### src/rtl/tcu_pkg.sv
package tcu_pkg;

  localparam int unsigned ANGLE_W  = 32;
  localparam int unsigned COUNT_W  = 5;
  localparam int unsigned TOL_W    = 31;
  localparam int unsigned COS_W    = 48;
  localparam int unsigned MAG_W    = 47;
  localparam int unsigned XSQ_W    = 63;
  localparam int unsigned OP_W     = 32;
  localparam int unsigned PROD_W   = 2 * OP_W;
  localparam int unsigned ACC_W    = 110;
  localparam int unsigned K_W      = 12;
  localparam int unsigned KOP_W    = 7;
  localparam int unsigned DIV_STEP = 8;
  localparam int unsigned DIV_CYC  = 6;
  localparam int unsigned DQ_W     = DIV_STEP * DIV_CYC;
  localparam int unsigned CNT_W    = 3;

  localparam logic [MAG_W-1:0] MAG_MAX = {MAG_W{1'b1}};
  localparam logic [COS_W-1:0] SUM_MAX = {1'b0, {(COS_W-1){1'b1}}};
  localparam logic [COS_W-1:0] SUM_MIN = {1'b1, {(COS_W-1){1'b0}}};

  localparam logic [CNT_W-1:0] MUL_LAST = CNT_W'(4);
  localparam logic [CNT_W-1:0] DIV_LAST = CNT_W'(DIV_CYC - 1);

  typedef enum logic {
    CMD_FIXED = 1'b0,
    CMD_TOL   = 1'b1
  } tcu_cmd_e;

  typedef enum logic [2:0] {
    ST_IDLE,
    ST_SQUARE,
    ST_ADD,
    ST_MUL,
    ST_DCHK,
    ST_DIV,
    ST_DONE
  } tcu_state_e;

  typedef struct packed {
    logic                       command;
    logic signed [ANGLE_W-1:0]  angle;
    logic        [COUNT_W-1:0]  term_count;
    logic        [TOL_W-1:0]    tolerance;
  } tcu_req_t;

  typedef struct packed {
    logic signed [COS_W-1:0]    cosine;
    logic        [COUNT_W-1:0]  terms_used;
    logic                       not_converged;
    logic                       saturated;
  } tcu_rsp_t;

endpackage

### src/rtl/taylor_cosine_unit.sv
// Channel  | Ports                    | Handshake
// ---------+--------------------------+-------------------------------------
// request  | start, busy, req_i       | taken at a clock edge with start & !busy
// result   | done_o, rsp_o            | valid for the single cycle done_o is high
//
// One shared 32x32 multiplier forms the angle square, then each new term as
// four partial products; an 8-bit-per-cycle restoring divider scales it.
// A request with zero summed terms goes from the square straight to done_o; a
// term clipped before the divide skips the divide steps. busy stays high
// until the done_o cycle ends. Reset clears the sequencer; the result side
// cannot stall, so done_o is never held.
module taylor_cosine_unit
  import tcu_pkg::*;
#(
  parameter int unsigned MAX_TERMS = 16,
  parameter int unsigned FRAC_BITS = 28
) (
  input  logic     clk_i,
  input  logic     rst_ni,
  input  logic     start,
  output logic     busy,
  input  tcu_req_t req_i,
  output logic     done_o,
  output tcu_rsp_t rsp_o
);

  localparam int unsigned I_W = $clog2(MAX_TERMS + 1);
  localparam logic [MAG_W-1:0] INIT_MAG = MAG_W'(1) << FRAC_BITS;

  tcu_state_e state_q, state_d;

  logic               mode_q, mode_d;
  logic [OP_W-1:0]    ax_q, ax_d;
  logic [TOL_W-1:0]   tol_q, tol_d;
  logic [I_W-1:0]     limit_q, limit_d;
  logic [I_W-1:0]     i_q, i_d;
  logic [XSQ_W-1:0]   xsq_q, xsq_d;
  logic [MAG_W-1:0]   mag_q, mag_d;
  logic               neg_q, neg_d;
  logic [COS_W-1:0]   sum_q, sum_d;
  logic               sat_q, sat_d;
  logic               nconv_q, nconv_d;
  logic [K_W-1:0]     k_q, k_d;
  logic [CNT_W-1:0]   cnt_q, cnt_d;
  logic [PROD_W-1:0]  prod_q, prod_d;
  logic [ACC_W-1:0]   acc_q, acc_d;
  logic [K_W-1:0]     rem_q, rem_d;
  logic [DQ_W-1:0]    dq_q, dq_d;

  logic [OP_W-1:0]    mul_a, mul_b;
  logic [PROD_W-1:0]  mul_p;
  logic [OP_W-1:0]    ax_in;
  logic [COS_W:0]     sum_x;
  logic [KOP_W-1:0]   k_a, k_b;
  logic [ACC_W-1:0]   v_w, v_hi;
  logic [K_W-1:0]     div_rem;
  logic [DQ_W-1:0]    div_dq;
  logic [1:0]         part;

  assign mul_p = mul_a * mul_b;
  assign ax_in = req_i.angle[ANGLE_W-1] ? (~req_i.angle + OP_W'(1)) : req_i.angle;
  assign k_a   = KOP_W'({i_q, 1'b1});
  assign k_b   = KOP_W'({i_q, 1'b0}) + KOP_W'(2);
  assign v_w   = acc_q >> (2 * FRAC_BITS);
  assign v_hi  = v_w >> DQ_W;
  assign part  = 2'(cnt_q - CNT_W'(1));

  always_comb begin
    logic [K_W:0]    t;
    logic [K_W-1:0]  r;
    logic [DQ_W-1:0] d;
    r = rem_q;
    d = dq_q;
    for (int j = 0; j < DIV_STEP; j++) begin
      t = {r, d[DQ_W-1]};
      d = {d[DQ_W-2:0], 1'b0};
      if (t >= {1'b0, k_q}) begin
        t    = t - {1'b0, k_q};
        d[0] = 1'b1;
      end
      r = t[K_W-1:0];
    end
    div_rem = r;
    div_dq  = d;
  end

  always_comb begin
    state_d = state_q;
    mode_d  = mode_q;
    ax_d    = ax_q;
    tol_d   = tol_q;
    limit_d = limit_q;
    i_d     = i_q;
    xsq_d   = xsq_q;
    mag_d   = mag_q;
    neg_d   = neg_q;
    sum_d   = sum_q;
    sat_d   = sat_q;
    nconv_d = nconv_q;
    k_d     = k_q;
    cnt_d   = cnt_q;
    prod_d  = prod_q;
    acc_d   = acc_q;
    rem_d   = rem_q;
    dq_d    = dq_q;
    mul_a   = ax_q;
    mul_b   = ax_q;
    sum_x   = '0;
    busy    = (state_q != ST_IDLE);
    done_o  = 1'b0;

    unique case (state_q)
      ST_IDLE: begin
        if (start) begin
          mode_d  = req_i.command;
          ax_d    = ax_in;
          tol_d   = req_i.tolerance;
          if (req_i.command == CMD_TOL || 32'(req_i.term_count) > MAX_TERMS) begin
            limit_d = I_W'(MAX_TERMS);
          end else begin
            limit_d = I_W'(req_i.term_count);
          end
          i_d     = '0;
          mag_d   = INIT_MAG;
          neg_d   = 1'b0;
          sum_d   = '0;
          sat_d   = 1'b0;
          nconv_d = 1'b0;
          state_d = ST_SQUARE;
        end
      end
      ST_SQUARE: begin
        xsq_d   = mul_p[XSQ_W-1:0];
        state_d = (limit_q == '0) ? ST_DONE : ST_ADD;
      end
      ST_ADD: begin
        if (neg_q) begin
          sum_x = {sum_q[COS_W-1], sum_q} - (COS_W+1)'(mag_q);
        end else begin
          sum_x = {sum_q[COS_W-1], sum_q} + (COS_W+1)'(mag_q);
        end
        if (sum_x[COS_W] != sum_x[COS_W-1]) begin
          sum_d = sum_x[COS_W] ? SUM_MIN : SUM_MAX;
          sat_d = 1'b1;
        end else begin
          sum_d = sum_x[COS_W-1:0];
        end
        k_d   = K_W'(k_a * k_b);
        i_d   = i_q + I_W'(1);
        cnt_d = '0;
        acc_d = '0;
        priority if (mode_q == CMD_TOL && mag_q <= MAG_W'(tol_q)) begin
          state_d = ST_DONE;
        end else if (i_d == limit_q) begin
          nconv_d = (mode_q == CMD_TOL);
          state_d = ST_DONE;
        end else begin
          state_d = ST_MUL;
        end
      end
      ST_MUL: begin
        mul_a  = cnt_q[1] ? OP_W'(mag_q[MAG_W-1:OP_W]) : mag_q[OP_W-1:0];
        mul_b  = cnt_q[0] ? OP_W'(xsq_q[XSQ_W-1:OP_W]) : xsq_q[OP_W-1:0];
        prod_d = mul_p;
        if (cnt_q != '0) begin
          unique case (part)
            2'd0:        acc_d = acc_q + ACC_W'(prod_q);
            2'd1, 2'd2:  acc_d = acc_q + (ACC_W'(prod_q) << OP_W);
            default:     acc_d = acc_q + (ACC_W'(prod_q) << (2 * OP_W));
          endcase
        end
        cnt_d = cnt_q + CNT_W'(1);
        if (cnt_q == MUL_LAST) begin
          state_d = ST_DCHK;
        end
      end
      ST_DCHK: begin
        cnt_d = '0;
        if (v_hi >= ACC_W'(k_q)) begin
          mag_d   = MAG_MAX;
          sat_d   = 1'b1;
          neg_d   = ~neg_q;
          state_d = ST_ADD;
        end else begin
          rem_d   = K_W'(v_hi);
          dq_d    = v_w[DQ_W-1:0];
          state_d = ST_DIV;
        end
      end
      ST_DIV: begin
        rem_d = div_rem;
        dq_d  = div_dq;
        cnt_d = cnt_q + CNT_W'(1);
        if (cnt_q == DIV_LAST) begin
          if (div_dq[DQ_W-1:MAG_W] != '0) begin
            mag_d = MAG_MAX;
            sat_d = 1'b1;
          end else begin
            mag_d = div_dq[MAG_W-1:0];
          end
          neg_d   = ~neg_q;
          state_d = ST_ADD;
        end
      end
      ST_DONE: begin
        done_o  = 1'b1;
        state_d = ST_IDLE;
      end
      default: begin
        state_d = ST_IDLE;
      end
    endcase
  end

  assign rsp_o.cosine        = sum_q;
  assign rsp_o.terms_used    = COUNT_W'(i_q);
  assign rsp_o.not_converged = nconv_q;
  assign rsp_o.saturated     = sat_q;

  always_ff @(posedge clk_i or negedge rst_ni) begin
    if (!rst_ni) begin
      state_q <= ST_IDLE;
      i_q     <= '0;
      cnt_q   <= '0;
      limit_q <= '0;
      mode_q  <= 1'b0;
      neg_q   <= 1'b0;
      sat_q   <= 1'b0;
      nconv_q <= 1'b0;
    end else begin
      state_q <= state_d;
      i_q     <= i_d;
      cnt_q   <= cnt_d;
      limit_q <= limit_d;
      mode_q  <= mode_d;
      neg_q   <= neg_d;
      sat_q   <= sat_d;
      nconv_q <= nconv_d;
    end
  end

  always_ff @(posedge clk_i) begin
    ax_q   <= ax_d;
    tol_q  <= tol_d;
    xsq_q  <= xsq_d;
    mag_q  <= mag_d;
    sum_q  <= sum_d;
    k_q    <= k_d;
    prod_q <= prod_d;
    acc_q  <= acc_d;
    rem_q  <= rem_d;
    dq_q   <= dq_d;
  end

endmodule

### config.mk
export PLATFORM = sky130hd
export DESIGN_NAME = taylor_cosine_unit
export DESIGN_NICKNAME = d
export VERILOG_FILES = /design/src/rtl/tcu_pkg.sv /design/src/rtl/taylor_cosine_unit.sv
export SDC_FILE = /design/constraint.sdc
export NUM_CORES = 2
export LEC_CHECK = 0
export BUFFER_PORTS_ARGS = -buffer_cell sky130_fd_sc_hd__buf_2
export CORE_AREA = 4 4 498 500
export DETAILED_ROUTE_END_ITERATION = 10
export DIE_AREA = 0 0 502 504
export PLACE_DENSITY = 0.44
export SLEW_MARGIN = 20
export SYNTH_ARGS = -nofsm -noshare
export SYNTH_HDL_FRONTEND = slang
export SYNTH_SLANG_ARGS = --single-unit
### constraint.sdc
create_clock -name clk_i -period 26.6 [get_ports clk_i]
set_clock_uncertainty 0.15 [all_clocks]
set_input_delay 3.99 -clock clk_i [delete_from_list [all_inputs] [get_ports clk_i]]
set_output_delay 3.99 -clock clk_i [all_outputs]
set_load 0.05 [all_outputs]
Word-level counts from Yosys, hierarchy flattened
Cells that the tools add are included.
{"block": "word_totals", "regBits": 487, "inputBits": 72, "output_inout_bits": 57, "wordCells": 162}
{"block": "classes", "add_sub_neg": 18, "mul": 2, "magnitude_cmp": 11, "n_eq_ne": 22, "muxes": 64, "bitwise": 2, "n_reduce_logical": 24}
{"cell": "110-bit one-hot mux with 2 select lines", "count": 2}
{"cell": "48-bit two-way mux", "count": 4}
{"cell": "48-bit one-hot mux with 2 select lines", "count": 2}
{"cell": "47-bit two-way mux", "count": 4}
{"cell": "47-bit one-hot mux with 3 select lines", "count": 1}
{"cell": "32-bit two-way mux", "count": 4}
{"cell": "110-bit adder", "count": 1}
{"cell": "110-bit by 64-bit adder with 110-bit output", "count": 1}
{"cell": "110-bit by 96-bit adder with 110-bit output", "count": 1}
{"cell": "110-bit two-way mux", "count": 1}
{"cell": "12-bit two-way mux", "count": 9}
{"cell": "13-bit by 12-bit >= comparator with 1-bit output", "count": 8}
{"cell": "49-bit two-way mux", "count": 2}
{"cell": "12-bit subtractor", "count": 8}
{"cell": "32-bit by 32-bit multiplier with 64-bit output", "count": 1}
{"cell": "48-bit by 48-bit adder with 49-bit output", "count": 1}
{"cell": "48-bit by 48-bit subtractor with 49-bit output", "count": 1}
{"cell": "47-bit by 31-bit <= comparator with 1-bit output", "count": 1}
{"cell": "32-bit by 2-bit adder with 32-bit output, second input constant", "count": 1}
{"cell": "32-bit NOT", "count": 1}
{"cell": "31-bit two-way mux", "count": 1}
{"cell": "12-bit one-hot mux with 2 select lines", "count": 1}
{"cell": "3-bit two-way mux", "count": 7}
{"cell": "2-bit inequality test, second input constant", "count": 10}
{"cell": "36 further kinds", "count": 70}

Depth between registers and ports, before layout
{"block": "depth", "depth_word": 19, "depth_mapped": 96, "mapped_depth_nobuf": 88}

Least setup slack after synthesis
Ideal clock, no wire load.
{"block": "synth_timing", "path_kind": "register to register", "startpoint": "register k_q[1]", "endpoint": "register rem_q[1], data pin", "setup_ps": 261, "arrival_ps": 18608, "required_time_ps": 26189, "setup_slack_ps": 7582, "path_stages_with_launch": 89, "cell_sequence": "edfxtp_1 -> inv_1 -> ha_1 -> o211ai_1 -> a21oi_1 -> o311ai_1 -> nand2_1 -> nor2_1 -> a21oi_1 -> ha_1 -> clkbuf_1 -> nor3_1 -> a211oi_1 -> a211o_1 -> o21ai_0 -> nand3_1 -> clkbuf_1 -> mux2_2 -> (+53 left out) -> a2111o_1 -> nand2_4 -> mux2i_1 -> ha_1 -> o21a_1 -> o21a_1 -> o21ai_0 -> a21boi_0 -> o21ai_0 -> a21boi_0 -> o21ai_0 -> a21boi_0 -> o211ai_1 -> nand3_1 -> a211oi_1 -> mux2i_2 -> buf_6 -> a221o_1"}
{"block": "synth_via", "elab_chain_len": 17, "elab_cells_between_ends": 25, "cone_classes": "add/sub: 8; order compare: 8; mux: 9"}
{"element": "from (decl)", "line": "taylor_cosine_unit.sv:43", "text": "logic [K_W-1:0] k_q, k_d;"}
{"element": "from (signal assigned)", "line": "taylor_cosine_unit.sv:248", "text": "k_q <= k_d;"}
{"element": "12-bit subtractor or 13-bit by 12-bit >= comparator with 1-bit output (tied branches)", "line": "taylor_cosine_unit.sv:78, taylor_cosine_unit.sv:77"}
{"element": "12-bit two-way mux", "line": "taylor_cosine_unit.sv:77", "text": "if (t >= {1'b0, k_q}) begin"}
{"element": "12-bit subtractor or 13-bit by 12-bit >= comparator with 1-bit output (tied branches)", "line": "taylor_cosine_unit.sv:78, taylor_cosine_unit.sv:77"}
{"element": "12-bit two-way mux", "line": "taylor_cosine_unit.sv:77"}
{"element": "12-bit subtractor or 13-bit by 12-bit >= comparator with 1-bit output (tied branches)", "line": "taylor_cosine_unit.sv:78, taylor_cosine_unit.sv:77"}
{"element": "12-bit two-way mux", "line": "taylor_cosine_unit.sv:77"}
{"element": "12-bit subtractor or 13-bit by 12-bit >= comparator with 1-bit output (tied branches)", "line": "taylor_cosine_unit.sv:78, taylor_cosine_unit.sv:77"}
{"element": "12-bit two-way mux", "line": "taylor_cosine_unit.sv:77"}
{"element": "(+2 left out)"}
{"element": "12-bit subtractor or 13-bit by 12-bit >= comparator with 1-bit output (tied branches)", "line": "taylor_cosine_unit.sv:78, taylor_cosine_unit.sv:77"}
{"element": "12-bit two-way mux", "line": "taylor_cosine_unit.sv:77"}
{"element": "13-bit by 12-bit >= comparator with 1-bit output or 12-bit subtractor (tied branches)", "line": "taylor_cosine_unit.sv:77, taylor_cosine_unit.sv:78"}
{"element": "12-bit two-way mux", "line": "taylor_cosine_unit.sv:77"}
{"element": "12-bit subtractor or 13-bit by 12-bit >= comparator with 1-bit output (tied branches)", "line": "taylor_cosine_unit.sv:78, taylor_cosine_unit.sv:77"}
{"element": "12-bit two-way mux (*)", "line": "taylor_cosine_unit.sv:77"}
{"element": "12-bit one-hot mux with 2 select lines (*)", "line": "taylor_cosine_unit.sv:112", "text": "unique case (state_q)"}
{"element": "via rem_d[1]", "line": "taylor_cosine_unit.sv:47", "text": "logic [K_W-1:0] rem_q, rem_d;"}
{"element": "to (signal assigned)", "line": "taylor_cosine_unit.sv:251", "text": "rem_q <= rem_d;"}
{"element": "to (decl)", "line": "taylor_cosine_unit.sv:47"}
Mark *: on every way through the listed nets, which the timed path passes. The rest lies on a longest branch.
A chain may end at the register's enable or synchronous reset.

Worst setup path after layout
{"block": "layout_timing", "startpoint": "register k_q[1]", "endpoint": "register rem_q[6], data pin"}
{"block": "layout_via", "elab_chain_len": 17, "elab_cells_between_ends": 25, "cone_classes": "add/sub: 8; order compare: 8; mux: 9"}
{"element": "12-bit subtractor or 13-bit by 12-bit >= comparator with 1-bit output (tied branches)", "line": "taylor_cosine_unit.sv:78, taylor_cosine_unit.sv:77"}
{"element": "12-bit two-way mux", "line": "taylor_cosine_unit.sv:77"}
{"element": "12-bit subtractor or 13-bit by 12-bit >= comparator with 1-bit output (tied branches)", "line": "taylor_cosine_unit.sv:78, taylor_cosine_unit.sv:77"}
{"element": "12-bit two-way mux", "line": "taylor_cosine_unit.sv:77"}
{"element": "12-bit subtractor or 13-bit by 12-bit >= comparator with 1-bit output (tied branches)", "line": "taylor_cosine_unit.sv:78, taylor_cosine_unit.sv:77"}
{"element": "12-bit two-way mux", "line": "taylor_cosine_unit.sv:77"}
{"element": "12-bit subtractor or 13-bit by 12-bit >= comparator with 1-bit output (tied branches)", "line": "taylor_cosine_unit.sv:78, taylor_cosine_unit.sv:77"}
{"element": "12-bit two-way mux", "line": "taylor_cosine_unit.sv:77"}
{"element": "12-bit subtractor or 13-bit by 12-bit >= comparator with 1-bit output (tied branches)", "line": "taylor_cosine_unit.sv:78, taylor_cosine_unit.sv:77"}
{"element": "12-bit two-way mux", "line": "taylor_cosine_unit.sv:77"}
{"element": "12-bit subtractor or 13-bit by 12-bit >= comparator with 1-bit output (tied branches)", "line": "taylor_cosine_unit.sv:78, taylor_cosine_unit.sv:77"}
{"element": "12-bit two-way mux", "line": "taylor_cosine_unit.sv:77"}
{"element": "13-bit by 12-bit >= comparator with 1-bit output or 12-bit subtractor (tied branches)", "line": "taylor_cosine_unit.sv:77, taylor_cosine_unit.sv:78"}
{"element": "12-bit two-way mux", "line": "taylor_cosine_unit.sv:77"}
{"element": "12-bit subtractor or 13-bit by 12-bit >= comparator with 1-bit output (tied branches)", "line": "taylor_cosine_unit.sv:78, taylor_cosine_unit.sv:77"}
{"element": "12-bit two-way mux (*)", "line": "taylor_cosine_unit.sv:77"}
{"element": "12-bit one-hot mux with 2 select lines (*)", "line": "taylor_cosine_unit.sv:112"}
Every way passes the cells marked *; elsewhere a longest branch is shown, timed or not.

==> run_results.csv <==
group,metric,value,unit
cts,cts_hold_buf,0,
cts,clkTransAtPathRegs,0.06,ns
outcome,status,"completed",
setup_path,critPathArrivalTime,24.22,ns
cts,cts_resized,0,
placed_design,dpl.hpwl,222,mm
route,dr.pass1.iters,8,
setup_path,max_stage_delay,0.61,ns
floorplanning,initial_core_util,29.9,%
setup_path,worstSetupPathType,"flop to flop",
timing,rsz0062_at_grt,"no",
setup_path,startpoint_type,"flop",
route,wl_met2,129,mm
timing,timing.final.ws_setup,2.67,ns
floorplanning,die_x,502,um
synth,synth_nets,9767,
floorplanning,rows,181,
cts,clock_latency,0.72,ns
synth,synth_seq_cells,486,
flow_run,maxCapViolCount,0,
synth,synth_top_family_by_area,"adder cells",
setup_path,cp-startpoint,"k_q[1]",
floorplanning,core_area,243000,um^2
synth,synth_cell_types,88,
layout,regArea,14500,um^2
global_routing,grt_pass1_wl,411,mm
synth,avgSynthCellArea,8.94,um^2
floorplanning,io_pins,129,
route,final_antenna_net_count,0,
cts,clock-root-buffer,"clkbuf_16",
route,highest_layer,"met4",
cts,post-cts-setup-buffer-count,0,
route,wl_per_cell,24.5,um
route,wl_met3,16.7,mm
layout,final_cell_mix,"inv_1, nand2_1, fa_1",
timing,holdWs,0.399,ns
setup_path,path_max_fanout,28,
synth,seq_area_frac_synth,19.9,%
synth,synth-simple-area-share,14.7,%
setup_path,r2r_cells,85,
timing,layout_min_cycle_time,23.93,ns
global_routing,grt_use_total,21.8,%
setup_path,critical_path_required,26.90,ns
route,viasPerCell,5.24,
layout,area_growth,9.43,%
setup_path,end_kind,"flop",
placed_design,dpl-instance-area,77400,um^2
synth,synthMuxAreaShare,1.80,%
cts,htreeDepth,3,
setup_path,reg2reg_setup_slack,2.67,ns
timing,slew_viol_final,0,
layout,layout.nets,9743,
synth,synth-adder-area-share,36.3,%
route,vias,59574,
hold_path,hold_path.class,"flop to flop",
placed_design,gp_congestion,0.931,
layout,design_area,79600,um^2
timing,fin_crit_sh,89.9,%
cts,clock-sinks,486,
global_routing,grt_max_degree,96,
global_routing,antenna_found_initial,12,
route,drtIter0Drc,4805,
setup_path,crit_path_frequent_cell,"o21ai_0",
floorplanning,die_h,504,um
timing,hold_violations,0,
synth,yosys_warnings,0,
global_routing,grt_pass1_vias,61020,
cts,cts_tree,"done",
cts,clockBufferDepth,3,
synth,synth-compound-area-share,14.1,%
synth,netlist_instances,8133,
timing,worstMarginPinSlew,1.24,ns
cts,cts_made_buffers,66,
setup_path,r2r_start,"k_q[1]",
route,wl_met1,124,mm
synth,synth-edff-count,466,
setup_path,endpoint,"rem_q[6]",
timing,setup_viol,0,
layout,layout_commonest_cell,"inv_1",
synth,synth_xor_area_share,5.23,%
route,wl,278,mm
global_routing,overflow,0,
setup_path,crit_path_top_delay_cell,"mux2i_1",
placed_design,place_ws,2.68,ns
synth,ys_async_sr_fraction,4.12,%
placed_design,portBuffers,128,
timing,setup_tns,0,ns
timing,fmax,41.8,MHz
layout,fillCellCount,25405,
setup_path,reg2reg_to,"rem_q[6]",
synth,synthesis.area,72700,um^2
route,drc,0,
layout,drive_gt1_share,6.35,%
floorplanning,die_area,253000,um^2
synth,synth_ff_type,"edfxtp_1",
layout,multi_input_area,52900,um^2
timing,slew-limit-headroom,16.6,%
[cell usage after synthesis, types with 58 or more instances]
cell / instances / area, um^2
inv_1: 1168 / 4380
nor3_1: 89 / 445
fa_1: 915 / 18300
o21bai_1: 58 / 435
o21ai_0: 308 / 1540
ha_1: 647 / 8100
nand2b_1: 70 / 438
nor2_1: 603 / 2260
xor2_1: 134 / 1170
a21oi_1: 403 / 2020
clkbuf_1: 311 / 1170
edfxtp_1: 466 / 14000
mux2i_1: 65 / 651
and2_1: 77 / 482
o21a_1: 98 / 736
and3_1: 69 / 432
nand2_1: 1161 / 4360
xnor2_1: 300 / 2630
nand3_1: 110 / 551
nand4_1: 70 / 438
a21o_1: 247 / 1850
[worst max-delay path, delay by kind of cell (launching register included)]
family	cells	cell delay (ns)
mux	6	2.28
compound gates	50	11.95
flops	1	0.36
buf+inv	6	1.38
simple gates	15	4.97
fa+ha+maj	8	2.51
[layout make-up]
class | instances | area share [%]
timing repair buffer | 247 | 1.93
clock inverter | 43 | 0.626
sequential | 486 | 18.2
inverter | 1172 | 5.54
multi-input combinational | 6136 | 66.5
antenna | 5 | 0.0157
clock buffer | 78 | 2.13
tap | 3202 | 5.04
[per-stage QoR]
stage | util (%) | cells
after floorplan | - | 8133
after global placement | 31.8 | 11243
after detailed placement | 31.8 | 11243
after CTS | 32.7 | 11364
after global routing | 32.7 | 11365
final | 32.7 | 11369
[how the worst min path moves through the flow]
stage	from	to	depth (start not counted)
detailed placement	mode_q	mode_q	1
global route	mode_q	mode_q	1
floorplan	sat_q	sat_q	2
global placement	limit_q[4]	limit_q[4]	2
finish	nconv_q	nconv_q	2
CTS	mode_q	mode_q	1
[sequential cells by signal, indices dropped and copies added (netlist names)]
| name | flops |
|---|---|
| acc_q | 110 |
| ax_q | 32 |
| cnt_q | 3 |
| dq_q | 48 |
| i_q | 5 |
| k_q | 11 |
| limit_q | 5 |
| mag_q | 47 |
| mode_q | 1 |
| nconv_q | 1 |
| neg_q | 1 |
| prod_q | 64 |
| rem_q | 12 |
| sat_q | 1 |
| state_q | 3 |
| sum_q | 48 |
| tol_q | 31 |
| xsq_q | 63 |
[cell families (layout without fill, tap and decap cells)]
| logic type | count (synthesis) | count (layout) |
|---|---|---|
| adder cells (fa/ha/maj) | 1562 | 1562 |
| AND/OR/NAND/NOR | 2437 | 2437 |
| buffers and inverters | 1511 | 1540 |
| multiplexers | 123 | 123 |
| other | 0 | 5 |
| flip-flops | 486 | 486 |
| XOR/XNOR | 434 | 434 |
| AO/OA/AOI/OAI | 1580 | 1580 |
[routing by layer]
layer  GRT usage, %  up-vias
met1           30.2    30390
met5              0        -
met3           2.85      314
li1               -    27066
met4           6.09        0
met2           35.6     1804
Power is not shown: default switching activity piles up to over one toggle a cycle in this logic, so the estimate is an artifact.
